--- config.mk ---
export PLATFORM = sky130hd
export DESIGN_NAME = base64_stream_decoder_core
export DESIGN_NICKNAME = d
export VERILOG_FILES = /design/src/rtl/core/b64d_pkg.sv /design/src/rtl/core/b64d_front.sv /design/src/rtl/core/b64d_queue.sv /design/src/rtl/core/b64d_back.sv /design/src/rtl/core/base64_stream_decoder_core.sv
export VERILOG_INCLUDE_DIRS = /design/src /design/src/rtl/core
export SDC_FILE = /design/constraint.sdc
export NUM_CORES = 1
export LEC_CHECK = 0
export ABC_AREA = 0
export BUFFER_PORTS_ARGS = -buffer_cell sky130_fd_sc_hd__buf_2
export CAP_MARGIN = 20
export CORE_MARGIN = 1.5
export CORE_UTILIZATION = 32
export DETAILED_ROUTE_END_ITERATION = 8
export SLEW_MARGIN = 5
export SYNTH_ARGS = -nofsm -noshare
export SYNTH_HDL_FRONTEND = slang
export SYNTH_SLANG_ARGS = --single-unit
--- constraint.sdc ---
create_clock -name i_clk -period 4.9 [get_ports i_clk]
set_clock_uncertainty 0.05 [all_clocks]
set_input_delay 0 -clock i_clk [delete_from_list [all_inputs] [get_ports i_clk]]
set_output_delay 0 -clock i_clk [all_outputs]
set_load 0.01 [all_outputs]
--- src/rtl/core/base64_stream_decoder_core_defines.svh ---
// assertion macros shared by the base64 stream decoder rtl
`ifndef BASE64_STREAM_DECODER_CORE_DEFINES_SVH
`define BASE64_STREAM_DECODER_CORE_DEFINES_SVH

`ifndef ASSERT_OFF

// check on every clock, held off while reset is asserted
`define B64D_ASSERT(label, prop, msg) \
    label: assert property (@(posedge i_clk) disable iff (!i_rst_n) prop) else $error(msg);

// check on every clock, reset included
`define B64D_ASSERT_ALWAYS(label, prop, msg) \
    label: assert property (@(posedge i_clk) prop) else $error(msg);

`else

`define B64D_ASSERT(label, prop, msg)
`define B64D_ASSERT_ALWAYS(label, prop, msg)

`endif

`endif

--- src/rtl/core/b64d_pkg.sv ---
// types, constants and the character map of the base64 stream decoder
package b64d_pkg;

    typedef logic [2:0] t_status;

    localparam t_status ST_BYTE         = 3'd0;
    localparam t_status ST_INVALID      = 3'd1;
    localparam t_status ST_PADDING      = 3'd2;
    localparam t_status ST_COMMENT_LONG = 3'd3;
    localparam t_status ST_COMMENT_DASH = 3'd4;
    localparam t_status ST_TRUNCATED    = 3'd5;

    localparam logic [7:0] CH_NEWLINE = 8'h0A;
    localparam logic [7:0] CH_DASH    = 8'h2D;
    localparam logic [7:0] CH_PAD     = 8'h3D;
    localparam logic [7:0] CH_PLUS    = 8'h2B;
    localparam logic [7:0] CH_SLASH   = 8'h2F;
    localparam logic [7:0] CH_UP_A    = 8'h41;
    localparam logic [7:0] CH_UP_Z    = 8'h5A;
    localparam logic [7:0] CH_LO_A    = 8'h61;
    localparam logic [7:0] CH_LO_Z    = 8'h7A;
    localparam logic [7:0] CH_DIG_0   = 8'h30;
    localparam logic [7:0] CH_DIG_9   = 8'h39;

    // bit 6 set means the character is not part of the alphabet
    localparam logic [6:0] NOT_SEXTET = 7'd64;
    localparam logic [6:0] SEXTET_PLUS  = 7'd62;
    localparam logic [6:0] SEXTET_SLASH = 7'd63;

    localparam logic [7:0] B64D_LIMIT_RESET = 8'd75;
    localparam int         B64D_QUEUE_DEPTH = 4;

    typedef struct packed {
        logic [7:0] char_in;
        logic       end_of_stream;
    } t_in_word;

    typedef struct packed {
        logic [7:0] data_byte;
        t_status    status;
        logic       last_of_run;
    } t_out_word;

    // all results of one character: up to three bytes, or one error word
    typedef struct packed {
        logic [1:0]      count;
        t_status         status;
        logic [2:0][7:0] bytes;
    } t_pkt;

    function automatic logic [6:0] sextet_of(input logic [7:0] c);
        logic [6:0] v;
        v = NOT_SEXTET;
        if (c >= CH_UP_A && c <= CH_UP_Z) begin
            v = 7'(c - CH_UP_A);
        end else if (c >= CH_LO_A && c <= CH_LO_Z) begin
            v = 7'(c - CH_LO_A + 8'd26);
        end else if (c >= CH_DIG_0 && c <= CH_DIG_9) begin
            v = 7'(c - CH_DIG_0 + 8'd52);
        end else if (c == CH_PLUS) begin
            v = SEXTET_PLUS;
        end else if (c == CH_SLASH) begin
            v = SEXTET_SLASH;
        end
        return v;
    endfunction

endpackage

--- src/rtl/core/b64d_front.sv ---
// front end: accepts characters, tracks quartet and comment state, builds result packets
module b64d_front (
    input  logic             i_clk,
    input  logic             i_rst_n,
    input  logic             i_cfg_we,
    input  logic [7:0]       i_cfg_wdata,
    input  logic             i_valid,
    input  b64d_pkg::t_in_word i_word,
    input  logic             i_q_full,
    output logic             o_stall,
    output logic             o_push,
    output b64d_pkg::t_pkt   o_pkt
);
    import b64d_pkg::*;

    logic [7:0]  r_limit;
    logic [1:0]  r_pos,       n_pos;
    logic [17:0] r_acc,       n_acc;
    logic [1:0]  r_pad,       n_pad;
    logic        r_in_cmt,    n_in_cmt;
    logic [7:0]  r_cmt_cnt,   n_cmt_cnt;
    logic        r_error,     n_error;
    logic        r_done,      n_done;

    logic        accept;
    logic [7:0]  c;
    logic [6:0]  sx;
    logic [8:0]  cmt_next;
    logic [23:0] full;
    logic        fail_en;
    t_status     fail_st;
    t_pkt        pkt;

    assign o_stall  = i_q_full;
    assign accept   = i_valid && !i_q_full;
    assign c        = i_word.char_in;
    assign sx       = sextet_of(c);
    assign cmt_next = {1'b0, r_cmt_cnt} + 9'd1;
    assign full     = {r_acc, sx[5:0]};

    always_comb begin
        n_pos     = r_pos;
        n_acc     = r_acc;
        n_pad     = r_pad;
        n_in_cmt  = r_in_cmt;
        n_cmt_cnt = r_cmt_cnt;
        n_error   = r_error;
        n_done    = r_done;
        fail_en   = 1'b0;
        fail_st   = ST_BYTE;
        pkt       = '0;

        if (!r_error) begin
            if (r_done) begin
                if (r_pad != 2'd0 && c != CH_NEWLINE) begin
                    fail_en = 1'b1;
                    fail_st = ST_PADDING;
                end
            end else if (r_in_cmt) begin
                if (c == CH_NEWLINE) begin
                    n_in_cmt  = 1'b0;
                    n_cmt_cnt = '0;
                end else if (c == CH_DASH) begin
                    fail_en = 1'b1;
                    fail_st = ST_COMMENT_DASH;
                end else begin
                    if (cmt_next > {1'b0, r_limit}) begin
                        fail_en = 1'b1;
                        fail_st = ST_COMMENT_LONG;
                    end
                    n_cmt_cnt = cmt_next[8] ? 8'hFF : cmt_next[7:0];
                end
            end else if (c == CH_NEWLINE) begin
                // skipped
            end else if (c == CH_DASH) begin
                if (r_pos == 2'd0) begin
                    n_in_cmt  = 1'b1;
                    n_cmt_cnt = '0;
                end else begin
                    fail_en = 1'b1;
                    fail_st = ST_INVALID;
                end
            end else if (c == CH_PAD) begin
                if (r_pos < 2'd2) begin
                    fail_en = 1'b1;
                    fail_st = ST_PADDING;
                end else if (r_pos == 2'd2) begin
                    n_pad = 2'd1;
                    n_pos = 2'd3;
                end else if (r_pad != 2'd0) begin
                    // two pads: twelve bits held
                    pkt.count    = 2'd1;
                    pkt.bytes[0] = r_acc[11:4];
                    n_pos  = '0;
                    n_acc  = '0;
                    n_pad  = 2'd2;
                    n_done = 1'b1;
                end else begin
                    // one pad: eighteen bits held
                    pkt.count    = 2'd2;
                    pkt.bytes[0] = r_acc[17:10];
                    pkt.bytes[1] = r_acc[9:2];
                    n_pos  = '0;
                    n_acc  = '0;
                    n_pad  = 2'd1;
                    n_done = 1'b1;
                end
            end else if (sx[6]) begin
                fail_en = 1'b1;
                fail_st = ST_INVALID;
            end else if (r_pad != 2'd0) begin
                fail_en = 1'b1;
                fail_st = ST_PADDING;
            end else if (r_pos < 2'd3) begin
                n_acc = full[17:0];
                n_pos = r_pos + 2'd1;
            end else begin
                pkt.count    = 2'd3;
                pkt.bytes[0] = full[23:16];
                pkt.bytes[1] = full[15:8];
                pkt.bytes[2] = full[7:0];
                n_pos = '0;
                n_acc = '0;
                n_pad = '0;
            end

            if (fail_en) begin
                pkt.count  = 2'd1;
                pkt.status = fail_st;
                n_error    = 1'b1;
            end

            if (i_word.end_of_stream && !n_error && !n_done) begin
                n_in_cmt  = 1'b0;
                n_cmt_cnt = '0;
                n_done    = 1'b1;
                if (n_pos != 2'd0) begin
                    pkt.count  = 2'd1;
                    pkt.status = ST_TRUNCATED;
                    pkt.bytes  = '0;
                    n_error    = 1'b1;
                end
            end
        end
    end

    assign o_push = accept && (pkt.count != 2'd0);
    assign o_pkt  = pkt;

    always_ff @(posedge i_clk) begin
        if (!i_rst_n) begin
            r_limit   <= B64D_LIMIT_RESET;
            r_pos     <= '0;
            r_acc     <= '0;
            r_pad     <= '0;
            r_in_cmt  <= 1'b0;
            r_cmt_cnt <= '0;
            r_error   <= 1'b0;
            r_done    <= 1'b0;
        end else begin
            if (i_cfg_we) begin
                r_limit <= i_cfg_wdata;
            end
            if (accept) begin
                r_pos     <= n_pos;
                r_acc     <= n_acc;
                r_pad     <= n_pad;
                r_in_cmt  <= n_in_cmt;
                r_cmt_cnt <= n_cmt_cnt;
                r_error   <= n_error;
                r_done    <= n_done;
            end
        end
    end

endmodule

--- src/rtl/core/b64d_queue.sv ---
// short packet queue between the front end and the back end
module b64d_queue #(
    parameter int DEPTH = b64d_pkg::B64D_QUEUE_DEPTH
) (
    input  logic           i_clk,
    input  logic           i_rst_n,
    input  logic           i_push,
    input  b64d_pkg::t_pkt i_pkt,
    output logic           o_full,
    input  logic           i_pop,
    output logic           o_valid,
    output b64d_pkg::t_pkt o_head
);
    import b64d_pkg::*;

    localparam int PW = (DEPTH > 1) ? $clog2(DEPTH) : 1;
    localparam int CW = $clog2(DEPTH + 1);

    t_pkt          r_mem [DEPTH];
    logic [PW-1:0] r_wp, r_rp;
    logic [CW-1:0] r_cnt;

    assign o_full  = (r_cnt == CW'(DEPTH));
    assign o_valid = (r_cnt != '0);
    assign o_head  = r_mem[r_rp];

    always_ff @(posedge i_clk) begin
        if (i_push) begin
            r_mem[r_wp] <= i_pkt;
        end
    end

    always_ff @(posedge i_clk) begin
        if (!i_rst_n) begin
            r_wp  <= '0;
            r_rp  <= '0;
            r_cnt <= '0;
        end else begin
            if (i_push) begin
                r_wp <= (r_wp == PW'(DEPTH - 1)) ? '0 : r_wp + 1'b1;
            end
            if (i_pop) begin
                r_rp <= (r_rp == PW'(DEPTH - 1)) ? '0 : r_rp + 1'b1;
            end
            if (i_push && !i_pop) begin
                r_cnt <= r_cnt + 1'b1;
            end else if (!i_push && i_pop) begin
                r_cnt <= r_cnt - 1'b1;
            end
        end
    end

endmodule

--- src/rtl/core/b64d_back.sv ---
// back end: unpacks queued packets into output words through the output register
`include "base64_stream_decoder_core_defines.svh"

module b64d_back (
    input  logic              i_clk,
    input  logic              i_rst_n,
    input  logic              i_q_valid,
    input  b64d_pkg::t_pkt    i_head,
    output logic              o_pop,
    output logic              o_valid,
    input  logic              i_stall,
    output b64d_pkg::t_out_word o_word
);
    import b64d_pkg::*;

    logic      r_valid;
    t_out_word r_word, n_word;
    logic [1:0] r_idx;
    logic      load;
    logic      last;

    assign load = i_q_valid && (!r_valid || !i_stall);
    assign last = (r_idx == 2'(i_head.count - 2'd1));
    assign o_pop = load && last;

    always_comb begin
        n_word.data_byte   = i_head.bytes[r_idx];
        n_word.status      = i_head.status;
        n_word.last_of_run = last;
    end

    always_ff @(posedge i_clk) begin
        if (load) begin
            r_word <= n_word;
        end
    end

    always_ff @(posedge i_clk) begin
        if (!i_rst_n) begin
            r_valid <= 1'b0;
            r_idx   <= '0;
        end else begin
            if (load) begin
                r_valid <= 1'b1;
                r_idx   <= last ? 2'd0 : r_idx + 2'd1;
            end else if (!i_stall) begin
                r_valid <= 1'b0;
            end
        end
    end

    assign o_valid = r_valid;
    assign o_word  = r_word;

    // an error is always a packet of its own
    `B64D_ASSERT(a_err_single, r_valid && r_word.status != ST_BYTE |-> r_word.last_of_run, "error word not last of run")
    `B64D_ASSERT(a_status_range, r_valid |-> r_word.status <= ST_TRUNCATED, "status code out of range")
    // mid-packet means the packet is still at the queue head
    `B64D_ASSERT(a_idx_head, r_idx != 2'd0 |-> i_q_valid, "unpack index set with empty queue")
    `B64D_ASSERT(a_idx_bound, i_q_valid |-> r_idx < i_head.count, "unpack index beyond packet")
    `B64D_ASSERT_ALWAYS(a_rst_idle, !i_rst_n |=> !r_valid && r_idx == 2'd0, "back end not idle after reset")

endmodule

--- src/rtl/core/base64_stream_decoder_core.sv ---
// top level of the base64 stream decoder
//
// Streaming base64 decoder. One character is taken per word on the input
// channel (valid/stall); decoded bytes and error codes leave one per word on the
// output channel, with last_of_run marking the final word caused by a character.
// A character is accepted every cycle while the packet queue has room; a full
// quartet yields three output words, so a run of quartets is paced by the output
// register, which sends one word per cycle unless the receiver stalls; the front
// end stalls once the queue (QUEUE_DEPTH packets) fills. Packets pass through the
// queue, then the output register. Errors are sticky until reset. The user must
// write comment_limit through i_cfg_we / i_cfg_wdata only while idle (unchecked).
module base64_stream_decoder_core #(
    parameter int QUEUE_DEPTH = b64d_pkg::B64D_QUEUE_DEPTH
) (
    input  logic                i_clk,
    input  logic                i_rst_n,
    // configuration: comment_limit
    input  logic                i_cfg_we,
    input  logic [7:0]          i_cfg_wdata,
    // character input
    input  logic                i_valid,
    output logic                o_stall,
    input  b64d_pkg::t_in_word  i_word,
    // decoded output
    output logic                o_valid,
    input  logic                i_stall,
    output b64d_pkg::t_out_word o_word
);
    import b64d_pkg::*;

    // packet handoff between front and back
    logic push;
    logic pop;
    logic q_full;
    logic q_valid;
    t_pkt push_pkt;
    t_pkt head_pkt;

    // front end: per-character decode, one character per cycle while the queue has room
    b64d_front u_front (
        .i_clk       (i_clk),
        .i_rst_n     (i_rst_n),
        .i_cfg_we    (i_cfg_we),
        .i_cfg_wdata (i_cfg_wdata),
        .i_valid     (i_valid),
        .i_word      (i_word),
        .i_q_full    (q_full),
        .o_stall     (o_stall),
        .o_push      (push),
        .o_pkt       (push_pkt)
    );

    // queue lets the front keep accepting while the back drains multi-byte packets
    b64d_queue #(
        .DEPTH (QUEUE_DEPTH)
    ) u_queue (
        .i_clk   (i_clk),
        .i_rst_n (i_rst_n),
        .i_push  (push),
        .i_pkt   (push_pkt),
        .o_full  (q_full),
        .i_pop   (pop),
        .o_valid (q_valid),
        .o_head  (head_pkt)
    );

    // back end: one output word per cycle into the output register unless the receiver stalls
    b64d_back u_back (
        .i_clk     (i_clk),
        .i_rst_n   (i_rst_n),
        .i_q_valid (q_valid),
        .i_head    (head_pkt),
        .o_pop     (pop),
        .o_valid   (o_valid),
        .i_stall   (i_stall),
        .o_word    (o_word)
    );

endmodule

# Yosys cells after proc, flatten, opt, wreduce, memory -nomap -nowiden
# Memories as Yosys holds them, arrays and structs flattened. A register that Yosys moved wholly into a read port is not among the register bits.
# Index checks and enable logic that the tools add are counted.
# W data, S select, Z words.
totals:
  reg_bits: 63
  latchBits: 0
  ramBits: 116
  rom_bits: 0
  input_bits: 22
  out_inout_bits: 14
  word_cells: 225
  mem_count: 1
mem_list:
  columns: ["memory", "words", "width", "read_ports", "rd_ports_with_merged_regs", "wr", "line", "text"]
  rows:
  - ["u_queue.r_mem", 4, 29, 1, 1, 1, "b64d_queue.sv:19", "t_pkt r_mem [DEPTH];"]
op_classes:
  addsub: 13
  mul: 0
  div: 0
  magnitude_cmp: 10
  n_eq_ne: 20
  shifts: 0
  mux: 127
  n_bitwise: 5
  n_reduce_logical: 33
ops:
  columns: ["operator", "n"]
  rows:
  - ["$mux W24", 7]
  - ["$mux W18", 6]
  - ["$mux W8", 13]
  - ["$mux W29", 3]
  - ["$mux W2", 38]
  - ["$mux W16", 3]
  - ["$mux W1", 40]
  - ["$mux W7", 5]
  - ["$eq A8 B6 Y1 const B", 4]
  - ["$mux W3", 10]
  - ["$reduce_and A10 Y1", 2]
  - ["$bmux W8 S2", 1]
  - ["$ge A8 B7 Y1 const B", 2]
  - ["$le A8 B7 Y1 const B", 2]
  - ["$sub A7 B7 Y7 const B", 2]
  - ["$logic_and A1 B1 Y1", 12]
  - ["$ne A2 B2 Y1 const B", 5]
  - ["$add A8 B1 Y9 const B", 1]
  - ["$gt A9 B8 Y1", 1]
  - ["$reduce_bool A3 Y1", 3]
  - ["$add A2 B1 Y2 const B", 4]
  - ["$eq A8 B4 Y1 const B", 1]
  - ["$ge A8 B6 Y1 const B", 1]
  - ["$le A8 B6 Y1 const B", 1]
  - ["24 further kinds", 41]

# Depth between registers and ports, before layout
logic_depth:
  depth_word: 26
  ltp_mapped: 18
  depth_no_buf: 18

# Modules after synthesis
# A second synthesis with hierarchy kept.
hier_totals:
  cells_unflattened: 672
  hier_area_um2: 8642.0
by_module_without_submodules:
  columns: ["mod", "instances", "cells_per_inst", "area_each_um2", "seq_area_each_um2"]
  rows:
  - ["b64d_queue", 1, 195, 4652.0, 3663.5]
  - ["b64d_front", 1, 417, 3276.9, 820.8]
  - ["b64d_back", 1, 60, 713.2, 420.4]

# Worst setup path after synthesis
# No wires, ideal clock.
synth_timing:
  kind: "register to register"
  from: "reg u_front.r_cmt_cnt[0]"
  to: "reg u_queue.r_cnt[2]"
  setup_time_ns: 0.076
  t_arrival_ns: 3.805
  required_time_ns: 4.774
  setup_slack_ns: 0.970
  stages_incl_launch_ff: 19
  path_buffers: 0
  synth_period_minus_slack_ns: 3.930
  path_cell_list: "dfxtp_1 ha_1 and3_1 and3_1 xor2_1 ha_1 a22o_1 nor4_1 o221ai_1 a31oi_1 o21ai_0 a21oi_2 a31oi_2 ha_1 inv_1 fa_1 xor2_1 or3_1 a21boi_0"
synth_via:
  elab_chain_cells: 20
  word_cells_on_any_way: 24
  cone_classes: "add/sub (1); order compare (1); mux (13); reduce/logical (9)"
synth_lines:
  columns: ["element", "line", "text"]
  rows:
  - ["start: declaration", "b64d_front.sv:21", "logic [7:0] r_cmt_cnt, n_cmt_cnt;"]
  - ["start signal: assignment", "b64d_front.sv:169", "r_cmt_cnt <= n_cmt_cnt;"]
  - ["$add A8 B1 Y9 *", "b64d_front.sv:38", "assign cmt_next = {1'b0, r_cmt_cnt} + 9'd1;"]
  - ["$gt A9 B8 Y1 *", "b64d_front.sv:67", "if (cmt_next > {1'b0, r_limit}) begin"]
  - ["$mux W1 *", "b64d_front.sv:67", null]
  - ["$mux W1 *", "b64d_front.sv:63", "end else if (c == CH_DASH) begin"]
  - ["$mux W1 *", "b64d_front.sv:60", "if (c == CH_NEWLINE) begin"]
  - ["$mux W1 *", "b64d_front.sv:59", "end else if (r_in_cmt) begin"]
  - ["$mux W1 *", "b64d_front.sv:54", "if (r_done) begin"]
  - ["$mux W1 *", "b64d_front.sv:53", "if (!r_error) begin"]
  - ["(+5 left out)", null, null]
  - ["$mux W29 *", "b64d_front.sv:133", "if (i_word.end_of_stream && !n_error && !n_done) begin"]
  - ["$mux W29 *", "b64d_front.sv:53", null]
  - ["$reduce_bool A2 Y1 *", "b64d_front.sv:147", "assign o_push = accept && (pkt.count != 2'd0);"]
  - ["$logic_and A1 B1 Y1 *", "b64d_front.sv:147", null]
  - ["named net push", "base64_stream_decoder_core.sv:32", "logic push;"]
  - ["$logic_not A1 Y1", "b64d_queue.sv:47", "end else if (!i_push && i_pop) begin"]
  - ["$logic_and A1 B1 Y1", "b64d_queue.sv:47", null]
  - ["$reduce_bool A2 Y1 (no source line)", null, null]
  - ["end signal: assignment", "b64d_queue.sv:46", "r_cnt <= r_cnt + 1'b1;"]
  - ["end signal: assignment", "b64d_queue.sv:48", "r_cnt <= r_cnt - 1'b1;"]
  - ["end: declaration", "b64d_queue.sv:21", "logic [CW-1:0] r_cnt;"]
# Mark *: on every way through the listed nets, which the timed path passes. The rest lies on a longest branch. The select of a mux whose other input is x is not followed.
# A chain may end at the register's enable or synchronous reset.

# Worst setup path in the final report
# Ends and elaborated chain as after synthesis.

==> impl_metrics.tcl <==
set metrics [dict create \
    syn_nets 725 \
    cp_top_family "compound AO/OA/AOI/OAI gates" \
    avgRoutedWirePerCell_um 17.1 \
    grt_pass1_wl_um 30000 \
    ys_seq_elements 181 \
    cp_slowest_cell "dfxtp_1" \
    p_per_area_nw_per_um2 412 \
    slowest_delay_ns 0.39 \
    holdWs_ns 0.0788 \
    use_met1 0.185 \
    ys_types 71 \
    gr-usage-met2 0.228 \
    grt-ovfl-total 0 \
    yosys-top-cells-area "edfxtp_1, dfxtp_1, mux4_2, ha_1, nand2_1" \
    cp.arrival_ns 4.67 \
    yosys_warnings 0 \
    portBuffers 35 \
    grt_max_degree 55 \
    hold_viol_final 0 \
    synth.largest_area_cell "edfxtp_1" \
    use_met3 0.0241 \
    drv_slew 0 \
    num_io_pins 36 \
    grt_antenna_before_repair 0 \
    min_path_type "in2reg" \
    cts.sinks 181 \
    worstMarginPinSlew_ns 1.01 \
    vias_per_cell 5.16 \
    syn_to_final_growth_pct 15.3 \
    final_layout_size_suffix_gt1_frac 0.162 \
    clk_latency_ns 0.44 \
    setup_tns_ns 0 \
    rsz0062_at_grt "false" \
    layout_min_cycle_time_ns 4.36 \
    start_util 0.328 \
    cts_tree "yes" \
    post-route-util 0.378 \
    cts-htree-levels 4 \
    diodes 0 \
    end_kind "flop" \
    power.leakage_nw 3.60 \
    die_w_um 167 \
    finalSetupViolations 0 \
    critPathLaunchType "flop" \
    status "finished, final reports clean" \
    synth_most_common_cell "edfxtp_1" \
    wirelength_um 18400 \
    die_h_um 167 \
    cts_resized 0 \
    firstDrtPassIters 4 \
    path_clk_slew_ns 0.07 \
    synth_top_area_share 0.446 \
    drc_errors 0 \
    cts_buffers 17 \
    crit_top_cell "ha_1" \
    ir_drop_uv 177 \
    cp_max_fo 7 \
    cts_root_buf "clkbuf_16" \
    nets 779 \
    drv_cap 0 \
    syn-cell-area_um2 8620 \
    synth_ff_type "edfxtp_1" \
    grt_pass1_vias 5567 \
    async_reset_ff_frac 0 \
    rows 59 \
    dr.first_iter.drc_count 417 \
    ys_seq_area_frac 0.569 \
    drtAntennaViolNets 0 \
    path_class "reg2reg" \
    gp_congestion 0.844 \
    clockBufferDepth 2 \
    period_share 0.890 \
    path_cells "ha_1, and3_1, and3_1, xor2_1, ha_1, a22o_1, nor4_1, o221ai_1, a31oi_1, o21ai_0, a21oi_2, a31oi_2, ha_1, inv_1, fa_1, xor2_1, or3_1, a21boi_0" \
    vias 5557 \
    grt_usage 0.138 \
    die_area_um2 27900 \
    post-dp-hpwl_um 11900 \
    synth_common_cells "edfxtp_1, dfxtp_1, nand2_1" \
    crit_required_ns 5.21 \
    fmax_mhz 229 \
    grt.busiest_layer "met2" \
    synth.avg_cell_area_um2 12.8 \
    path_buf_inv 1 \
    core-area_um2 26300 \
    p_total_mw 4.10 \
    syn_inst 675 \
    synth_edf_count 128 \
    slew_headroom 0.327 \
]
[power breakdown]
group | switching [mW] | internal [mW]
clock | 0.601 | 0.756
combinational | 0.482 | 0.365
sequential | 0.0602 | 1.83
total | 1.14 | 2.95
[area by class of cell]
type                       count  area (um2)
tap                          335         419
inverter                      31         116
clock buffer                  17         425
fill                        2526       16300
multi-input combinational    430        3450
timing repair buffer          68         475
sequential                   181        4910
clock inverter                14         151
[final timing paths]
check | startpoint | endpoint | cells past startpoint | slack (ns)
worst max register to register | u_front.r_cmt_cnt[0] | u_queue.r_cnt[2] | 18 | 0.54
worst min register to register | u_front.r_acc[2] | u_front.r_acc[2] | 2 | 0.42
worst min-delay path | i_rst_n | u_front.r_limit[0] | 2 | 0.08
worst max-delay path | u_front.r_cmt_cnt[0] | u_queue.r_cnt[2] | 18 | 0.54
[cells in the final DEF (no fill, tap or decap), drive strengths merged, types with 6 or more instances in the layout]
master and count:
xor2 6, a31oi 11, dlygate4sd3 22, clkbuf 17, nand3 14, nor3b 6
o22ai 8, nor2 25, nor3 7, buf 46, mux4 29, edfxtp 128
o21ai 21, inv 36, nand4 10, and2 19, dfxtp 53, clkinv 7
a21oi 26, ha 27, a22o 9, mux2i 18, a21boi 16, and3 20
nor2b 21, o221a 7, nand2 49, o211ai 7
[sequential cells by signal, indices dropped and copies added (netlist names), 3 cells and up, named ones only]
register           cells
u_queue.r_cnt          3
u_front.r_cmt_cnt      8
u_front.r_acc         18
u_front.r_limit        8
u_queue.r_mem        116
u_back.o_word         12
[logic make-up after synthesis]
family | Yosys count | share of synthesized area
AND/OR/NAND/NOR | 197 | 0.126
AO/OA/AOI/OAI | 146 | 0.123
flip-flops | 181 | 0.569
adder cells (fa/ha/maj) | 28 | 0.0415
XOR/XNOR | 11 | 0.0112
multiplexers | 48 | 0.0980
buffers and inverters | 64 | 0.0311
[stage by stage]
stage                     cell area [um2]  std cells  setup slack (ns)
final                                9940       1076             0.541
after global routing                 9940       1076             0.124
after global placement               9140       1022             0.704
after floorplan                      8620        675             0.970
after detailed placement             9140       1023             0.513
after CTS                            9940       1076             0.518
[timing repair]
action | in CTS | in global routing
hold endpoints to repair | 12 | 0
hold buffers | 22 | 0
endpoints found under the setup margin | 0 | 0
buffers inserted | 0 | 0
[routing by layer]
layer  vias to the layer above  part of all wire
met4                         0             0.013
li1                       2703                 -
met1                      2739              0.47
met5                         -                 0
met3                        18             0.034
met2                        97              0.48
(Power assumes the default switching activity.)
